[src/hdl/psmd_pkg.sv]
// Package for the PS/2 mouse packet decoder.
// Field widths, register indexes, event kinds and reset values.
// No dependencies.
package psmd_pkg;

    localparam int unsigned ByteW  = 8;
    localparam int unsigned PosW   = 16;
    localparam int unsigned ValW   = 10;
    localparam int unsigned BtnW   = 3;
    localparam int unsigned KindW  = 2;
    localparam int unsigned BidxW  = 2;
    localparam int unsigned CfgIdxW = 2;
    localparam int unsigned CfgW   = 16;

    localparam logic [PosW-1:0] MaxXReset = 16'd639;
    localparam logic [PosW-1:0] MaxYReset = 16'd399;
    localparam logic [PosW-1:0] PosXReset = 16'd320;
    localparam logic [PosW-1:0] PosYReset = 16'd200;

    typedef enum logic [KindW-1:0] {
        EVT_POS    = 2'd0,
        EVT_REL_X  = 2'd1,
        EVT_REL_Y  = 2'd2,
        EVT_BUTTON = 2'd3
    } t_event_kind;

    typedef enum logic [CfgIdxW-1:0] {
        CFG_MAX_X = 2'd0,
        CFG_MAX_Y = 2'd1,
        CFG_GRAB  = 2'd2
    } t_cfg_reg;

    typedef enum logic [1:0] {
        BYTE_FLAGS = 2'd0,
        BYTE_DX    = 2'd1,
        BYTE_DY    = 2'd2
    } t_byte_index;

endpackage

[src/hdl/psmd_in_if.sv]
// Input word channel of the PS/2 mouse packet decoder: one mouse byte.
// Depends on psmd_pkg.
interface psmd_in_if;
    logic                         valid;
    logic                         ready;
    logic [psmd_pkg::ByteW-1:0]   data_byte;

    modport source (output valid, output data_byte, input ready);
    modport sink   (input valid, input data_byte, output ready);
endinterface

[src/hdl/psmd_out_if.sv]
// Result word channel of the PS/2 mouse packet decoder: one event.
// Depends on psmd_pkg.
interface psmd_out_if;
    logic                               valid;
    logic                               ready;
    logic [psmd_pkg::KindW-1:0]         event_kind;
    logic [psmd_pkg::BidxW-1:0]         button_index;
    logic signed [psmd_pkg::ValW-1:0]   event_value;
    logic [psmd_pkg::PosW-1:0]          pos_x;
    logic [psmd_pkg::PosW-1:0]          pos_y;
    logic [psmd_pkg::BtnW-1:0]          buttons;
    logic                               last;

    modport source (output valid, output event_kind, output button_index,
                    output event_value, output pos_x, output pos_y,
                    output buttons, output last, input ready);
    modport sink   (input valid, input event_kind, input button_index,
                    input event_value, input pos_x, input pos_y,
                    input buttons, input last, output ready);
endinterface

[src/hdl/ps2_mouse_packet_decoder.sv]
// Top level of the PS/2 mouse packet decoder.
// Depends on psmd_pkg, psmd_in_if and psmd_out_if.
//
// Usage:
//   i_byte takes one mouse byte per word. Three bytes form a packet; a
//   first byte without bit 3 is dropped. A complete packet without an
//   overflow bit gives one position word (absolute mode) or up to five
//   event words (grab mode: relative x, negated relative y, button
//   changes). The final word caused by a byte carries last.
//   Config: i_cfg_we with i_cfg_idx 0 max_x, 1 max_y, 2 grab_mode; write
//   only while the block is idle.
// Timing:
//   A byte is registered, decoded into a pending event set, and the events
//   leave through the output register one per cycle while the output is
//   not stalled. After the final byte of a packet is accepted, its first
//   result word passes the pending event set and then the output register.
//   Bytes are taken one per cycle while no events are pending; a packet
//   with events holds the decode stage until its last event is emitted.
// Reset: position 320/200, buttons 0, packet sync cleared, config defaults.
// Stall: a stalled output holds its word; pending events and then the
//   input register fill, and i_byte.ready drops.
module ps2_mouse_packet_decoder (
    input  logic                          i_clk,
    input  logic                          i_rst_n,
    psmd_in_if.sink                       i_byte,
    psmd_out_if.source                    o_evt,
    input  logic                          i_cfg_we,
    input  logic [psmd_pkg::CfgIdxW-1:0]  i_cfg_idx,
    input  logic [psmd_pkg::CfgW-1:0]     i_cfg_data
);

    localparam int unsigned PW = psmd_pkg::PosW;
    localparam int unsigned VW = psmd_pkg::ValW;

    // config
    logic [PW-1:0] r_max_x, r_max_y;
    logic          r_grab;

    // input register
    logic                        r_a_valid;
    logic [psmd_pkg::ByteW-1:0]  r_a_byte;

    // packet state
    logic [1:0]                  r_byte_idx, n_byte_idx;
    logic [psmd_pkg::ByteW-1:0]  r_pkt0, r_pkt1;
    logic [PW-1:0]               r_pos_x, r_pos_y, n_pos_x, n_pos_y;
    logic [psmd_pkg::BtnW-1:0]   r_btn, n_btn;

    // pending events: 0 pos, 1 rel x, 2 rel y, 3..5 buttons
    logic [5:0]                  r_pend, n_pend;
    logic signed [VW-1:0]        r_dx, r_ndy, n_dx, n_ndy;

    // output register
    logic                               r_o_valid;
    logic [psmd_pkg::KindW-1:0]         r_o_kind;
    logic [psmd_pkg::BidxW-1:0]         r_o_bidx;
    logic signed [VW-1:0]               r_o_val;
    logic [PW-1:0]                      r_o_px, r_o_py;
    logic [psmd_pkg::BtnW-1:0]          r_o_btn;
    logic                               r_o_last;

    logic out_free, emit, b_free, a_move;
    logic [5:0] low_bit, rest;
    logic [psmd_pkg::KindW-1:0]  e_kind;
    logic [psmd_pkg::BidxW-1:0]  e_bidx;
    logic signed [VW-1:0]        e_val;

    logic               is_final;
    logic [7:0]         flags;
    logic signed [VW-1:0] dx, dy;
    logic signed [PW+1:0] sum_x, sum_y;
    logic [psmd_pkg::BtnW-1:0] chg;

    assign out_free = !r_o_valid || o_evt.ready;
    assign emit     = out_free && (r_pend != 6'd0);
    assign low_bit  = r_pend & (~r_pend + 6'd1);
    assign rest     = r_pend & ~low_bit;
    assign b_free   = (r_pend == 6'd0) || (emit && rest == 6'd0);
    assign a_move   = r_a_valid && b_free;
    assign i_byte.ready = !r_a_valid || a_move;

    always_comb begin
        e_kind = psmd_pkg::EVT_POS;
        e_bidx = '0;
        e_val  = '0;
        if (low_bit[1]) begin
            e_kind = psmd_pkg::EVT_REL_X;
            e_val  = r_dx;
        end else if (low_bit[2]) begin
            e_kind = psmd_pkg::EVT_REL_Y;
            e_val  = r_ndy;
        end else if (low_bit[3]) begin
            e_kind = psmd_pkg::EVT_BUTTON;
            e_bidx = 2'd0;
            e_val  = {{(VW-1){1'b0}}, r_btn[0]};
        end else if (low_bit[4]) begin
            e_kind = psmd_pkg::EVT_BUTTON;
            e_bidx = 2'd1;
            e_val  = {{(VW-1){1'b0}}, r_btn[1]};
        end else if (low_bit[5]) begin
            e_kind = psmd_pkg::EVT_BUTTON;
            e_bidx = 2'd2;
            e_val  = {{(VW-1){1'b0}}, r_btn[2]};
        end
    end

    // decode of the registered byte
    assign is_final = (r_byte_idx != psmd_pkg::BYTE_FLAGS) &&
                      (r_byte_idx != psmd_pkg::BYTE_DX);
    assign flags = r_pkt0;
    assign dx    = {{(VW-8){flags[4]}}, r_pkt1};
    assign dy    = {{(VW-8){flags[5]}}, r_a_byte};
    assign sum_x = $signed({2'b00, r_pos_x}) + {{(PW+2-VW){dx[VW-1]}}, dx};
    assign sum_y = $signed({2'b00, r_pos_y}) - {{(PW+2-VW){dy[VW-1]}}, dy};
    assign chg   = flags[2:0] ^ r_btn;

    always_comb begin
        n_byte_idx = r_byte_idx;
        n_pos_x    = r_pos_x;
        n_pos_y    = r_pos_y;
        n_btn      = r_btn;
        n_pend     = 6'd0;
        n_dx       = dx;
        n_ndy      = -dy;
        if (r_byte_idx == psmd_pkg::BYTE_FLAGS) begin
            if (r_a_byte[3]) begin
                n_byte_idx = psmd_pkg::BYTE_DX;
            end
        end else if (r_byte_idx == psmd_pkg::BYTE_DX) begin
            n_byte_idx = psmd_pkg::BYTE_DY;
        end else begin
            n_byte_idx = psmd_pkg::BYTE_FLAGS;
            if (flags[7:6] == 2'b00) begin
                n_btn = flags[2:0];
                if (r_grab) begin
                    n_pend = {chg, (dy != '0), (dx != '0), 1'b0};
                end else begin
                    n_pend = 6'd1;
                    if (sum_x[PW+1]) begin
                        n_pos_x = '0;
                    end else if (sum_x > $signed({2'b00, r_max_x})) begin
                        n_pos_x = r_max_x;
                    end else begin
                        n_pos_x = sum_x[PW-1:0];
                    end
                    if (sum_y[PW+1]) begin
                        n_pos_y = '0;
                    end else if (sum_y > $signed({2'b00, r_max_y})) begin
                        n_pos_y = r_max_y;
                    end else begin
                        n_pos_y = sum_y[PW-1:0];
                    end
                end
            end
        end
    end

    always_ff @(posedge i_clk) begin
        if (!i_rst_n) begin
            r_max_x    <= psmd_pkg::MaxXReset;
            r_max_y    <= psmd_pkg::MaxYReset;
            r_grab     <= 1'b0;
            r_a_valid  <= 1'b0;
            r_byte_idx <= psmd_pkg::BYTE_FLAGS;
            r_pos_x    <= psmd_pkg::PosXReset;
            r_pos_y    <= psmd_pkg::PosYReset;
            r_btn      <= '0;
            r_pend     <= 6'd0;
            r_o_valid  <= 1'b0;
        end else begin
            if (i_cfg_we) begin
                case (i_cfg_idx)
                    psmd_pkg::CFG_MAX_X: r_max_x <= i_cfg_data[PW-1:0];
                    psmd_pkg::CFG_MAX_Y: r_max_y <= i_cfg_data[PW-1:0];
                    psmd_pkg::CFG_GRAB:  r_grab  <= i_cfg_data[0];
                    default: ;
                endcase
            end
            if (i_byte.ready) begin
                r_a_valid <= i_byte.valid;
            end
            if (emit) begin
                r_pend <= rest;
            end
            if (a_move) begin
                r_byte_idx <= n_byte_idx;
                r_pos_x    <= n_pos_x;
                r_pos_y    <= n_pos_y;
                r_btn      <= n_btn;
                r_pend     <= n_pend;
            end
            if (out_free) begin
                r_o_valid <= emit;
            end
        end
    end

    always_ff @(posedge i_clk) begin
        if (i_byte.ready && i_byte.valid) begin
            r_a_byte <= i_byte.data_byte;
        end
        if (a_move) begin
            if (r_byte_idx == psmd_pkg::BYTE_FLAGS) begin
                r_pkt0 <= r_a_byte;
            end else if (!is_final) begin
                r_pkt1 <= r_a_byte;
            end
            r_dx  <= n_dx;
            r_ndy <= n_ndy;
        end
        if (emit) begin
            r_o_kind <= e_kind;
            r_o_bidx <= e_bidx;
            r_o_val  <= e_val;
            r_o_px   <= r_pos_x;
            r_o_py   <= r_pos_y;
            r_o_btn  <= r_btn;
            r_o_last <= (rest == 6'd0);
        end
    end

    assign o_evt.valid        = r_o_valid;
    assign o_evt.event_kind   = r_o_kind;
    assign o_evt.button_index = r_o_bidx;
    assign o_evt.event_value  = r_o_val;
    assign o_evt.pos_x        = r_o_px;
    assign o_evt.pos_y        = r_o_py;
    assign o_evt.buttons      = r_o_btn;
    assign o_evt.last         = r_o_last;

endmodule
[src/flat_wrapper.sv]
// flat-port wrapper written by rule: the top's interface ports become plain ports
module ps2_mouse_packet_decoder_flat 
  (i_clk, i_rst_n, i_cfg_we, i_cfg_idx, i_cfg_data, i_byte_valid, i_byte_data_byte, i_byte_ready, o_evt_valid, o_evt_event_kind, o_evt_button_index, o_evt_event_value, o_evt_pos_x, o_evt_pos_y, o_evt_buttons, o_evt_last, o_evt_ready);
  psmd_in_if i_byte_i ();
  psmd_out_if o_evt_i ();
  input  logic i_clk;
  input  logic i_rst_n;
  input  logic i_cfg_we;
  input  logic [psmd_pkg::CfgIdxW-1:0] i_cfg_idx;
  input  logic [psmd_pkg::CfgW-1:0] i_cfg_data;
  input wire logic [$bits(i_byte_i.valid)-1:0] i_byte_valid;
  input wire logic [$bits(i_byte_i.data_byte)-1:0] i_byte_data_byte;
  output wire logic [$bits(i_byte_i.ready)-1:0] i_byte_ready;
  output wire logic [$bits(o_evt_i.valid)-1:0] o_evt_valid;
  output wire logic [$bits(o_evt_i.event_kind)-1:0] o_evt_event_kind;
  output wire logic [$bits(o_evt_i.button_index)-1:0] o_evt_button_index;
  output wire logic [$bits(o_evt_i.event_value)-1:0] o_evt_event_value;
  output wire logic [$bits(o_evt_i.pos_x)-1:0] o_evt_pos_x;
  output wire logic [$bits(o_evt_i.pos_y)-1:0] o_evt_pos_y;
  output wire logic [$bits(o_evt_i.buttons)-1:0] o_evt_buttons;
  output wire logic [$bits(o_evt_i.last)-1:0] o_evt_last;
  input wire logic [$bits(o_evt_i.ready)-1:0] o_evt_ready;
  assign i_byte_i.valid = i_byte_valid;
  assign i_byte_i.data_byte = i_byte_data_byte;
  assign i_byte_ready = i_byte_i.ready;
  assign o_evt_valid = o_evt_i.valid;
  assign o_evt_event_kind = o_evt_i.event_kind;
  assign o_evt_button_index = o_evt_i.button_index;
  assign o_evt_event_value = o_evt_i.event_value;
  assign o_evt_pos_x = o_evt_i.pos_x;
  assign o_evt_pos_y = o_evt_i.pos_y;
  assign o_evt_buttons = o_evt_i.buttons;
  assign o_evt_last = o_evt_i.last;
  assign o_evt_i.ready = o_evt_ready;
  ps2_mouse_packet_decoder u_core (.i_clk(i_clk), .i_rst_n(i_rst_n), .i_byte(i_byte_i), .o_evt(o_evt_i), .i_cfg_we(i_cfg_we), .i_cfg_idx(i_cfg_idx), .i_cfg_data(i_cfg_data));
endmodule
[config.mk]
export PLATFORM = sky130hd
export DESIGN_NAME = ps2_mouse_packet_decoder_flat
export DESIGN_NICKNAME = d
export VERILOG_FILES = /design/src/hdl/psmd_pkg.sv /design/src/hdl/psmd_in_if.sv /design/src/hdl/psmd_out_if.sv /design/src/hdl/ps2_mouse_packet_decoder.sv /design/src/flat_wrapper.sv
export SDC_FILE = /design/constraint.sdc
export NUM_CORES = 1
export LEC_CHECK = 0
export ABC_CLOCK_PERIOD_IN_PS = 6900
export BUFFER_PORTS_ARGS = -buffer_cell sky130_fd_sc_hd__buf_4
export CORE_MARGIN = 1
export CORE_UTILIZATION = 35
export DETAILED_ROUTE_END_ITERATION = 8
export GPL_ROUTABILITY_DRIVEN = 0
export GPL_TIMING_DRIVEN = 0
export HOLD_SLACK_MARGIN = 0.15
export PLACE_DENSITY = 0.56
export SLEW_MARGIN = 10
export SYNTH_ARGS = -nofsm -noshare
export SYNTH_HDL_FRONTEND = slang
export SYNTH_SLANG_ARGS = --single-unit
[constraint.sdc]
create_clock -name i_clk -period 6.9 [get_ports i_clk]
set_input_delay 0.69 -clock i_clk [delete_from_list [all_inputs] [get_ports i_clk]]
set_output_delay 0.69 -clock i_clk [all_outputs]
set_load 0.1 [all_outputs]
==> flow_metrics.env, run 1 <==
export IMPL_async_reset_ff_share_pct=0
export IMPL_fillers=2427
export IMPL_cts_root_buf="clkbuf_16"
export IMPL_crit_family="compound AO/OA/AOI/OAI gates"
export IMPL_rsz0062_at_grt="no"
export IMPL_p_per_area_nw_per_um2=214
export IMPL_hold_path_class="input pin to flop"
export IMPL_cp_depth=19
export IMPL_min_period_ns=5.22
export IMPL_ys_dominant_reg_cell="edfxtp_1"
export IMPL_cp_cell_sequence="clkinv_1, ha_1, and3_1, o311a_1, o31ai_1, nand2b_1, a31oi_1, xnor2_1, ha_1, nand4_1, nor2_1, and4_1, nand2b_1, o22ai_1, o21ai_0, o22ai_4, buf_12, mux2i_1, o21ai_1"
export IMPL_worstMarginPinSlew_ns=0.965
export IMPL_area_growth_synth_to_final_pct=18.8
export IMPL_cts_tree="built"
export IMPL_required_ns=7.20
export IMPL_grt_first_pass_wirelength_um=34200
export IMPL_max_freq_mhz=191
export IMPL_reg2reg_slack_ns=1.68
export IMPL_leakage_nw=4.34
export IMPL_critPathKind="flop to flop"
export IMPL_drive_gt1_share_pct=14.0
export IMPL_die_w_um=161
export IMPL_critPathSlowestCell="ha_1"
export IMPL_outcome="complete, no violations"
export IMPL_post_cts_setup_buffers=0
export IMPL_rr_worst_depth=19
export IMPL_cts_max_path_buffers=2
export IMPL_yosysTopAreaCellShare_pct=31.0
export IMPL_clock_sinks=170
export IMPL_final_max_slew_viol_count=0
export IMPL_nets=1072
export IMPL_critical_path_buf_inv_count=2
export IMPL_hold_depth=1
export IMPL_worst_setup_path_endpoint="u_core.r_pos_y[12]"
export IMPL_wl_per_cell_um=16.3
export IMPL_vias=6526
export IMPL_seq_area_um2=4320
export IMPL_hold_viol_final=0
export IMPL_slowest_delay_ns=0.59
export IMPL_relSlewSlack_pct=35.2
export IMPL_grt_overflow=0
export IMPL_cp_max_fo=16
export IMPL_cts_max_level=4
export IMPL_fin_setup_tns_ns=0
export IMPL_setup_viol=0
export IMPL_diodes=0
export IMPL_cp_startpoint="u_core.flags[5]"
export IMPL_r2r_start="u_core.flags[5]"
export IMPL_synthCells=868
export IMPL_num_rows=57
export IMPL_postRouteAntennaNets=0
export IMPL_maxCapViolCount=0
export IMPL_syn_nets=969
export IMPL_ys_warn_count=0
export IMPL_final_cell_mix="nand2_1, edfxtp_1, buf_4"
export IMPL_initial_core_util_pct=36.2
export IMPL_synth_top_area_cell="edfxtp_1"
export IMPL_clkTransAtPathRegs_ns=0.07
export IMPL_dp_hpwl_um=16400
export IMPL_drtPass1Iterations=5
export IMPL_grt_pass1_vias=6320
export IMPL_yosys_top_cells_area="edfxtp_1, dfxtp_1, ha_1"
export IMPL_mostFrequentLayoutCell="nand2_1"
export IMPL_endpoint_kind="flop"
export IMPL_vdd_ir_drop_max_v=0.000112
export IMPL_fin_util_pct=43.0
export IMPL_clk_latency_ns=0.43
export IMPL_cts_resized=0
export IMPL_cp_start_kind="flop"
export IMPL_yosysSeqAreaShare_pct=48.6
export IMPL_drc=0
export IMPL_cts_buffers=17
export IMPL_multiInputGateArea_um2=4230
export IMPL_port_buffers=82
export IMPL_grt_max_degree=27
export IMPL_drtIter0Drc=375
export IMPL_die_y_um=161
export IMPL_finalCritPeriodShare_pct=75.7
export IMPL_synth_edf_count=92
export IMPL_io_pins=83
export IMPL_via_per_inst=4.99
export IMPL_die_area_um2=26100
export IMPL_syn_area_um2=8900
export IMPL_crit_arrival_ns=5.53
export IMPL_ys_ff_latch=170
export IMPL_avgSynthCellArea_um2=10.3
export IMPL_cts_hold_buffers_added=0
export IMPL_skew_ns=0.00896
export IMPL_grtUsageTotal_pct=17.1
export IMPL_finalWirelength_um=21300
export IMPL_regToRegEndpoint="u_core.r_pos_y[12]"
export IMPL_core_um2=24600
export IMPL_ys_types=76
export IMPL_antenna_found_initial=0
## per-layer routing
metal | track usage (%) | share of wire, % | vias up
li1 | - | - | 3341
met3 | 2.93 | 3.1 | 21
met1 | 23.0 | 49 | 3063
met2 | 27.8 | 47 | 101
met4 | 5.45 | 1.6 | 0
met5 | 0 | 0 | -
## through the flow
step	setup slack (ns)	instances	hold slack [ns]	total power, mW	instance area [µm²]
2_1_floorplan	2.57	868	0.429	1.24	8900
3_3_place_gp	0.635	1274	0.451	1.31	9920
3_5_place_dp	1.68	1276	0.452	1.31	9970
4_1_cts	1.67	1308	0.417	2.29	10600
5_1_grt	1.30	1308	0.413	2.35	10600
6_report	1.68	1308	0.433	2.26	10600
## final cells by class
type | instances | share of cell area (%)
Buffer | 26 | 1.22
Clock buffer | 17 | 4.02
Clock inverter | 15 | 1.63
Inverter | 61 | 2.17
Multi-Input combinational cell | 611 | 40.0
Sequential cell | 170 | 40.9
Tap cell | 324 | 3.84
Timing Repair Buffer | 84 | 6.20
## how the worst min path moves through the flow
stage	startpoint	end
after detailed placement	u_core.r_pos_x[12]	u_core.o_evt.pos_x[12]
after global routing	i_byte_data_byte[6]	u_core.r_a_byte[6]
after global placement	u_core.r_pos_x[12]	u_core.o_evt.pos_x[12]
final	i_byte_data_byte[6]	u_core.r_a_byte[6]
after CTS	i_byte_data_byte[6]	u_core.r_a_byte[6]
after floorplan	u_core.r_pos_x[8]	u_core.o_evt.pos_x[8]
## where the power goes
part           leakage [nW]  internal (mW)  switching, mW
clock network         0.289          0.520          0.454
logic                  2.52         0.0823          0.106
registers              1.53           1.08         0.0170
total                  4.34           1.68          0.576
## sequential cells by signal, indices dropped and copies added (netlist names), 7 cells and up
name / flops
u_core.flags: 7
u_core.r_dx: 9
u_core.r_max_y: 16
u_core.o_evt.pos_y: 16
u_core.r_pos_x: 16
u_core.r_max_x: 16
u_core.o_evt.pos_x: 16
u_core.o_evt.event_value: 10
u_core.r_ndy: 10
u_core.r_pos_y: 16
u_core.r_pkt1: 8
u_core.r_a_byte: 8
## cells by family after synthesis
family,Yosys count,synth area share (%)
xor+xnor,35,3.44
mux,33,3.71
fa+ha+maj,71,10.1
simple gates,257,13.5
compound gates,215,16.6
flops,170,48.6
buf+inv,87,4.02
## synthesized netlist by cell type, types with 7 or more instances
library cell	n
nand2_1	115
edfxtp_1	92
dfxtp_1	78
ha_1	68
inv_1	60
nor2_1	50
a21oi_1	36
mux2i_1	33
xnor2_1	29
a21boi_0	28
o21ai_0	25
o21ai_1	24
clkbuf_1	21
a21o_1	17
nor3_1	15
o211ai_1	14
nor2b_1	13
nand3_1	12
o21a_1	11
a22oi_1	9
and2_1	8
and3_1	7
Note: power is estimated with default switching activity, not from simulation.
==> run 2: changes to the inputs <==
--- a/config.mk
+++ b/config.mk
@@ -5,7 +5,8 @@
 export SDC_FILE = /design/constraint.sdc
 export NUM_CORES = 1
 export LEC_CHECK = 0
-export ABC_CLOCK_PERIOD_IN_PS = 6900
+export ABC_AREA = 1
+export ABC_CLOCK_PERIOD_IN_PS = 5100
 export BUFFER_PORTS_ARGS = -buffer_cell sky130_fd_sc_hd__buf_4
 export CORE_MARGIN = 1
 export CORE_UTILIZATION = 35
==> constraint.sdc (replaced) <==
create_clock -name i_clk -period 5.1 [get_ports i_clk]
set_input_delay 0.51 -clock i_clk [delete_from_list [all_inputs] [get_ports i_clk]]
set_output_delay 0.51 -clock i_clk [all_outputs]
set_load 0.1 [all_outputs]
==> flow_metrics.env, run 2 <==
export IMPL_grt_first_pass_wirelength_um=36400
export IMPL_wl_per_cell_um=15.2
export IMPL_synth_common_cells="nand2_1, inv_1, edfxtp_1"
export IMPL_io_pins=83
export IMPL_p_int_mw=3.27
export IMPL_min_period_ns=4.38
export IMPL_crit_arrival_ns=4.69
export IMPL_syn_area_um2=9310
export IMPL_max_freq_mhz=228
export IMPL_cts_max_path_buffers=2
export IMPL_synth_mux_area_share_pct=0
export IMPL_leakage_nw=4.85
export IMPL_cp_start_kind="flop"
export IMPL_finalWirelength_um=23000
export IMPL_switching_power_mw=3.26
export IMPL_nets=1267
export IMPL_cts_max_level=4
export IMPL_vdd_ir_drop_max_v=0.000488
export IMPL_antenna_found_initial=0
export IMPL_ys_ff_latch=170
export IMPL_mostFrequentLayoutCell="nand2_1"
export IMPL_yosys_area_share_adder_pct=9.57
export IMPL_synth_top_family_by_area="simple AND/OR/NAND/NOR gates"
export IMPL_yosysTopAreaCellShare_pct=29.7
export IMPL_cts_hold_buffers_added=0
export IMPL_avgSynthCellArea_um2=8.75
export IMPL_yosys_area_share_xor_xnor_pct=3.00
export IMPL_yosys_area_share_simple_pct=21.2
export IMPL_postRouteAntennaNets=0
export IMPL_cts_tree="built"
export IMPL_drc=0
export IMPL_synthCells=1064
export IMPL_cp_max_fo=11
export IMPL_async_reset_ff_share_pct=0
export IMPL_cts_buffers=17
export IMPL_grt_pass1_vias=6944
export IMPL_relSlewSlack_pct=20.7
export IMPL_drtPass1Iterations=5
export IMPL_setup_viol=0
export IMPL_ys_warn_count=0
export IMPL_power_frac_comb_pct=48.8
export IMPL_dp_cells=1482
export IMPL_vias=7219
export IMPL_hold_path_class="input pin to flop"
export IMPL_clkTransAtPathRegs_ns=0.07
export IMPL_worstMarginPinSlew_ns=1.18
export IMPL_core_um2=26100
export IMPL_required_ns=5.41
export IMPL_area_growth_synth_to_final_pct=17.8
export IMPL_swShare_pct=50.0
export IMPL_critPathKind="flop to flop"
export IMPL_outcome="complete, no violations"
export IMPL_yosys_top_cells_area="edfxtp_1, dfxtp_1, nand2_1"
export IMPL_num_rows=59
export IMPL_final_max_slew_viol_count=0
export IMPL_ys_dominant_reg_cell="edfxtp_1"
export IMPL_endpoint_kind="flop"
export IMPL_rsz0062_at_grt="no"
export IMPL_synth_top_area_cell="edfxtp_1"
export IMPL_cts_root_buf="clkbuf_16"
export IMPL_synth_most_common_cell="nand2_1"
export IMPL_cts_resized=0
export IMPL_skew_ns=0.0112
export IMPL_synth_edf_count=92
export IMPL_maxCapViolCount=0
export IMPL_diodes=0
export IMPL_synth_compound_area_share_pct=11.8
export IMPL_clk_latency_ns=0.43
export IMPL_dp_hpwl_um=17900
export IMPL_yosysSeqAreaShare_pct=46.5
export IMPL_grt_max_degree=35
export IMPL_die_area_um2=27300
export IMPL_die_w_um=165
export IMPL_grt_overflow=0
export IMPL_hold_viol_final=0
export IMPL_fin_setup_tns_ns=0
export IMPL_initial_core_util_pct=35.7
export IMPL_die_y_um=165
export IMPL_p_per_area_nw_per_um2=595
export IMPL_grtUsageTotal_pct=17.6
export IMPL_post_cts_setup_buffers=0
export IMPL_finalNonFillerCells=1514
export IMPL_final_cell_mix="nand2_1, inv_1, edfxtp_1"
export IMPL_syn_nets=1165
export IMPL_clkPwrFrac_pct=19.8
export IMPL_seqPwrFrac_pct=31.5
export IMPL_via_per_inst=4.77
export IMPL_finalCritPeriodShare_pct=85.8
export IMPL_drive_gt1_share_pct=16.1
export IMPL_clock_sinks=170
export IMPL_port_buffers=82
export IMPL_ys_types=49
export IMPL_drtIter0Drc=425
run 2: cell count changes after synthesis, moves of 18 or more:
cell and delta:
nand3_1 +64, o21ai_1 -22, a21boi_0 -26, xnor2_1 -22, nand3_2 +18, a21oi_1 +42, mux2i_1 -33, nand2_1 +133
inv_1 +94
run 2: cell families (layout without fill, tap and decap cells):
family,count (synthesis),in the layout
AOI/OAI and AO/OA,180,180
xor gates and xnor gates,31,31
adders and majority gates,70,70
buffers and inverters,189,304
DFF,170,170
and+or+nand+nor,424,424
run 2: final cells by class:
| cell class | instances | area [µm²] |
|---|---|---|
| well taps | 335 | 419 |
| plain buffers | 28 | 133 |
| fillers | 2602 | 15100 |
| flip-flops and latches | 170 | 4320 |
| inverters | 161 | 607 |
| clock buffers | 17 | 425 |
| clock inverters | 15 | 176 |
| repair buffers | 83 | 636 |
| multi-input cells | 705 | 4250 |
run 2: layer usage:
layer | routed length, µm | global-route usage, % | vias up | share of wire [%]
li1 | - | - | 3773 | -
met4 | 308 | 5.25 | 0 | 1.3
met1 | 11100 | 23.5 | 3317 | 48
met5 | 0 | 0 | - | 0
met2 | 10900 | 29.3 | 107 | 47
met3 | 780 | 2.67 | 22 | 3.4
run 2: power groups by stage:
stage	Clock (mW)	Sequential, mW	Combinational (mW)
3_5_place_dp	0	2.09	3.20
6_report	1.29	2.05	3.18
5_1_grt	1.38	2.09	3.43
3_3_place_gp	0	2.12	3.13
2_1_floorplan	0	3.41	1.16
4_1_cts	1.33	2.06	3.21
run 2: metrics by stage:
stage | util, % | hold slack [ns] | area [µm²] | worst slack [ns] | total power, mW
3_3_place_gp | 39.7 | 0.450 | 10300 | 0.700 | 5.25
6_report | 42.1 | 0.252 | 11000 | 0.722 | 6.53
3_5_place_dp | 39.8 | 0.455 | 10400 | 0.754 | 5.29
2_1_floorplan | - | 0.430 | 9310 | 1.67 | 4.57
4_1_cts | 42.1 | 0.235 | 11000 | 0.731 | 6.59
5_1_grt | 42.1 | 0.234 | 11000 | 0.359 | 6.90
run 2: worst max-delay path: stages (launching register included):
cell	delay, ns
edfxtp_1	0.52
inv_1	0.46
ha_1	0.40
nand2_1	0.11
inv_1	0.04
a21oi_1	0.17
nand3_2	0.16
a21oi_1	0.27
xor2_1	0.25
inv_1	0.07
ha_1	0.29
nand2_1	0.08
nor2_1	0.05
a211oi_1	0.22
nand2_1	0.09
nand2_1	0.06
nand2_1	0.04
nand2_1	0.08
nand2_1	0.14
nand2_2	0.19
buf_2	0.26
nand2_1	0.08
o211ai_1	0.14
nand2_1	0.08
run 2: worst paths after layout:
path | end | cells after the start | start | slack (ns)
setup / recovery | u_core.r_pos_y[7] | 23 | u_core.flags[5] | 0.72
hold / removal | u_core.r_a_byte[2] | 1 | i_byte_data_byte[2] | 0.25
setup reg to reg | u_core.r_pos_y[7] | 23 | u_core.flags[5] | 0.72
hold reg to reg | u_core.o_evt.pos_x[12] | 0 | u_core.r_pos_x[12] | 0.47
==> run 3: changes to the inputs <==
--- a/config.mk
+++ b/config.mk
@@ -6,7 +6,7 @@
 export NUM_CORES = 1
 export LEC_CHECK = 0
 export ABC_AREA = 1
-export ABC_CLOCK_PERIOD_IN_PS = 5100
+export ABC_CLOCK_PERIOD_IN_PS = 5350
 export BUFFER_PORTS_ARGS = -buffer_cell sky130_fd_sc_hd__buf_4
 export CORE_MARGIN = 1
 export CORE_UTILIZATION = 35
@@ -14,6 +14,7 @@
 export GPL_ROUTABILITY_DRIVEN = 0
 export GPL_TIMING_DRIVEN = 0
 export HOLD_SLACK_MARGIN = 0.15
+export MAX_ROUTING_LAYER = met4
 export PLACE_DENSITY = 0.56
 export SLEW_MARGIN = 10
 export SYNTH_ARGS = -nofsm -noshare
==> constraint.sdc (replaced) <==
create_clock -name i_clk -period 5.35 [get_ports i_clk]
set_input_delay 0.535 -clock i_clk [delete_from_list [all_inputs] [get_ports i_clk]]
set_output_delay 0.535 -clock i_clk [all_outputs]
set_load 0.1 [all_outputs]
==> flow_metrics.env, run 3 (synthesis results as in run 2) <==
export IMPL_clkTransAtPathRegs_ns=0.07
export IMPL_fin_util_pct=42.1
export IMPL_fillers=2602
export IMPL_placed_cell_area_um2=10400
export IMPL_finalWirelength_um=23000
export IMPL_finalNonFillerCells=1514
export IMPL_wl_per_cell_um=15.2
export IMPL_maxCapViolCount=0
export IMPL_grt_max_degree=35
export IMPL_final_cell_mix="nand2_1, inv_1, edfxtp_1"
export IMPL_cts_resized=0
export IMPL_skew_ns=0.0113
export IMPL_hold_ws_ns=0.276
export IMPL_port_buffers=82
export IMPL_cts_root_buf="clkbuf_16"
export IMPL_drtIter0Drc=467
export IMPL_postRouteAntennaNets=0
export IMPL_cp_start_kind="flop"
export IMPL_cts_max_level=4
export IMPL_p_per_area_nw_per_um2=567
export IMPL_mostFrequentLayoutCell="nand2_1"
export IMPL_max_freq_mhz=229
export IMPL_finalCritPeriodShare_pct=81.6
export IMPL_dp_cells=1482
export IMPL_die_w_um=165
export IMPL_crit_arrival_ns=4.68
export IMPL_leakage_nw=4.85
export IMPL_clock_sinks=170
export IMPL_final_max_slew_viol_count=0
export IMPL_grt_pass1_vias=6937
export IMPL_die_y_um=165
export IMPL_post_cts_setup_buffers=0
export IMPL_cts_max_path_buffers=2
export IMPL_diodes=0
export IMPL_min_period_ns=4.37
export IMPL_via_per_inst=4.77
export IMPL_io_pins=83
export IMPL_core_um2=26100
export IMPL_drc=0
export IMPL_grt_overflow=0
export IMPL_required_ns=5.66
export IMPL_dp_hpwl_um=17900
export IMPL_nets=1267
export IMPL_drive_gt1_share_pct=16.1
export IMPL_area_growth_synth_to_final_pct=17.8
export IMPL_endpoint_kind="flop"
export IMPL_vias=7220
export IMPL_critPathKind="flop to flop"
export IMPL_num_rows=59
export IMPL_outcome="complete, no violations"
export IMPL_cts_buffers=17
export IMPL_cp_max_fo=11
export IMPL_post_route_cell_area_um2=11000
export IMPL_clk_latency_ns=0.44
export IMPL_vdd_ir_drop_max_v=0.000465
export IMPL_initial_core_util_pct=35.7
export IMPL_setup_viol=0
export IMPL_drtPass1Iterations=5
export IMPL_hold_path_class="input pin to flop"
export IMPL_relSlewSlack_pct=21.0
export IMPL_grt_first_pass_wirelength_um=36300
export IMPL_worstMarginPinSlew_ns=1.18
export IMPL_cts_hold_buffers_added=0
export IMPL_die_area_um2=27300
export IMPL_rsz0062_at_grt="no"
export IMPL_antenna_found_initial=0
export IMPL_hold_viol_final=0
export IMPL_cts_tree="built"
export IMPL_grtUsageTotal_pct=18.1
export IMPL_fin_setup_tns_ns=0
[run 3: cell counts in the layout (fill, tap and decap cells not counted)]
No cell type changed its count.
[run 3: worst paths after layout]
path,from,slack [ns],cells past startpoint,end
worst max-delay path,u_core.flags[5],0.98,23,u_core.r_pos_y[7]
worst min-delay path,i_byte_data_byte[2],0.28,1,u_core.r_a_byte[2]
worst max register to register,u_core.flags[5],0.98,23,u_core.r_pos_y[7]
worst min register to register,u_core.r_pos_x[12],0.47,0,u_core.o_evt.pos_x[12]
[run 3: cell type report]
type                       instances  area [µm²]  share of cell area [%]
buffer                            28         133                    1.21
clock inverter                    15         176                    1.61
multi-input combinational        705        4250                    38.7
sequential                       170        4320                    39.4
clock buffer                      17         425                    3.88
inverter                         161         607                    5.53
timing repair buffer              83         636                    5.80
tap                              335         419                    3.82
[run 3: power by group]
| group | leakage [nW] | internal, mW | total, mW | switching [mW] |
|---|---|---|---|---|
| clock network | 0.289 | 0.629 | 1.23 | 0.602 |
| logic | 3.04 | 0.658 | 3.03 | 2.38 |
| registers | 1.52 | 1.83 | 1.96 | 0.131 |
| total | 4.85 | 3.11 | 6.22 | 3.11 |
[run 3: per-stage QoR]
stage	total power [mW]	worst slack, ns
3_3_place_gp	5.00	0.950
4_1_cts	6.29	0.981
6_report	6.22	0.984
3_5_place_dp	5.04	1.00
2_1_floorplan	4.36	1.92
5_1_grt	6.57	0.609
[run 3: routing by layer]
layer | vias up | GRT usage [%] | wire length [µm]
li1 | 3774 | - | -
met1 | 3310 | 23.6 | 11100
met2 | 114 | 29.3 | 10900
met3 | 22 | 2.47 | 737
met4 | 0 | 5.25 | 308
met5 | - | - | 0
[run 3: worst max-delay path, cell delays in order, from the launching register on]
cell and delay [ns]:
edfxtp_1 0.52, inv_1 0.45, ha_1 0.40, nand2_1 0.11, inv_1 0.04, a21oi_1 0.17
nand3_2 0.16, a21oi_1 0.28, xor2_1 0.25, inv_1 0.07, ha_1 0.29, nand2_1 0.08
nor2_1 0.05, a211oi_1 0.22, nand2_1 0.09, nand2_1 0.06, nand2_1 0.04, nand2_1 0.08
nand2_1 0.13, nand2_2 0.19, buf_2 0.26, nand2_1 0.08, o211ai_1 0.14, nand2_1 0.08
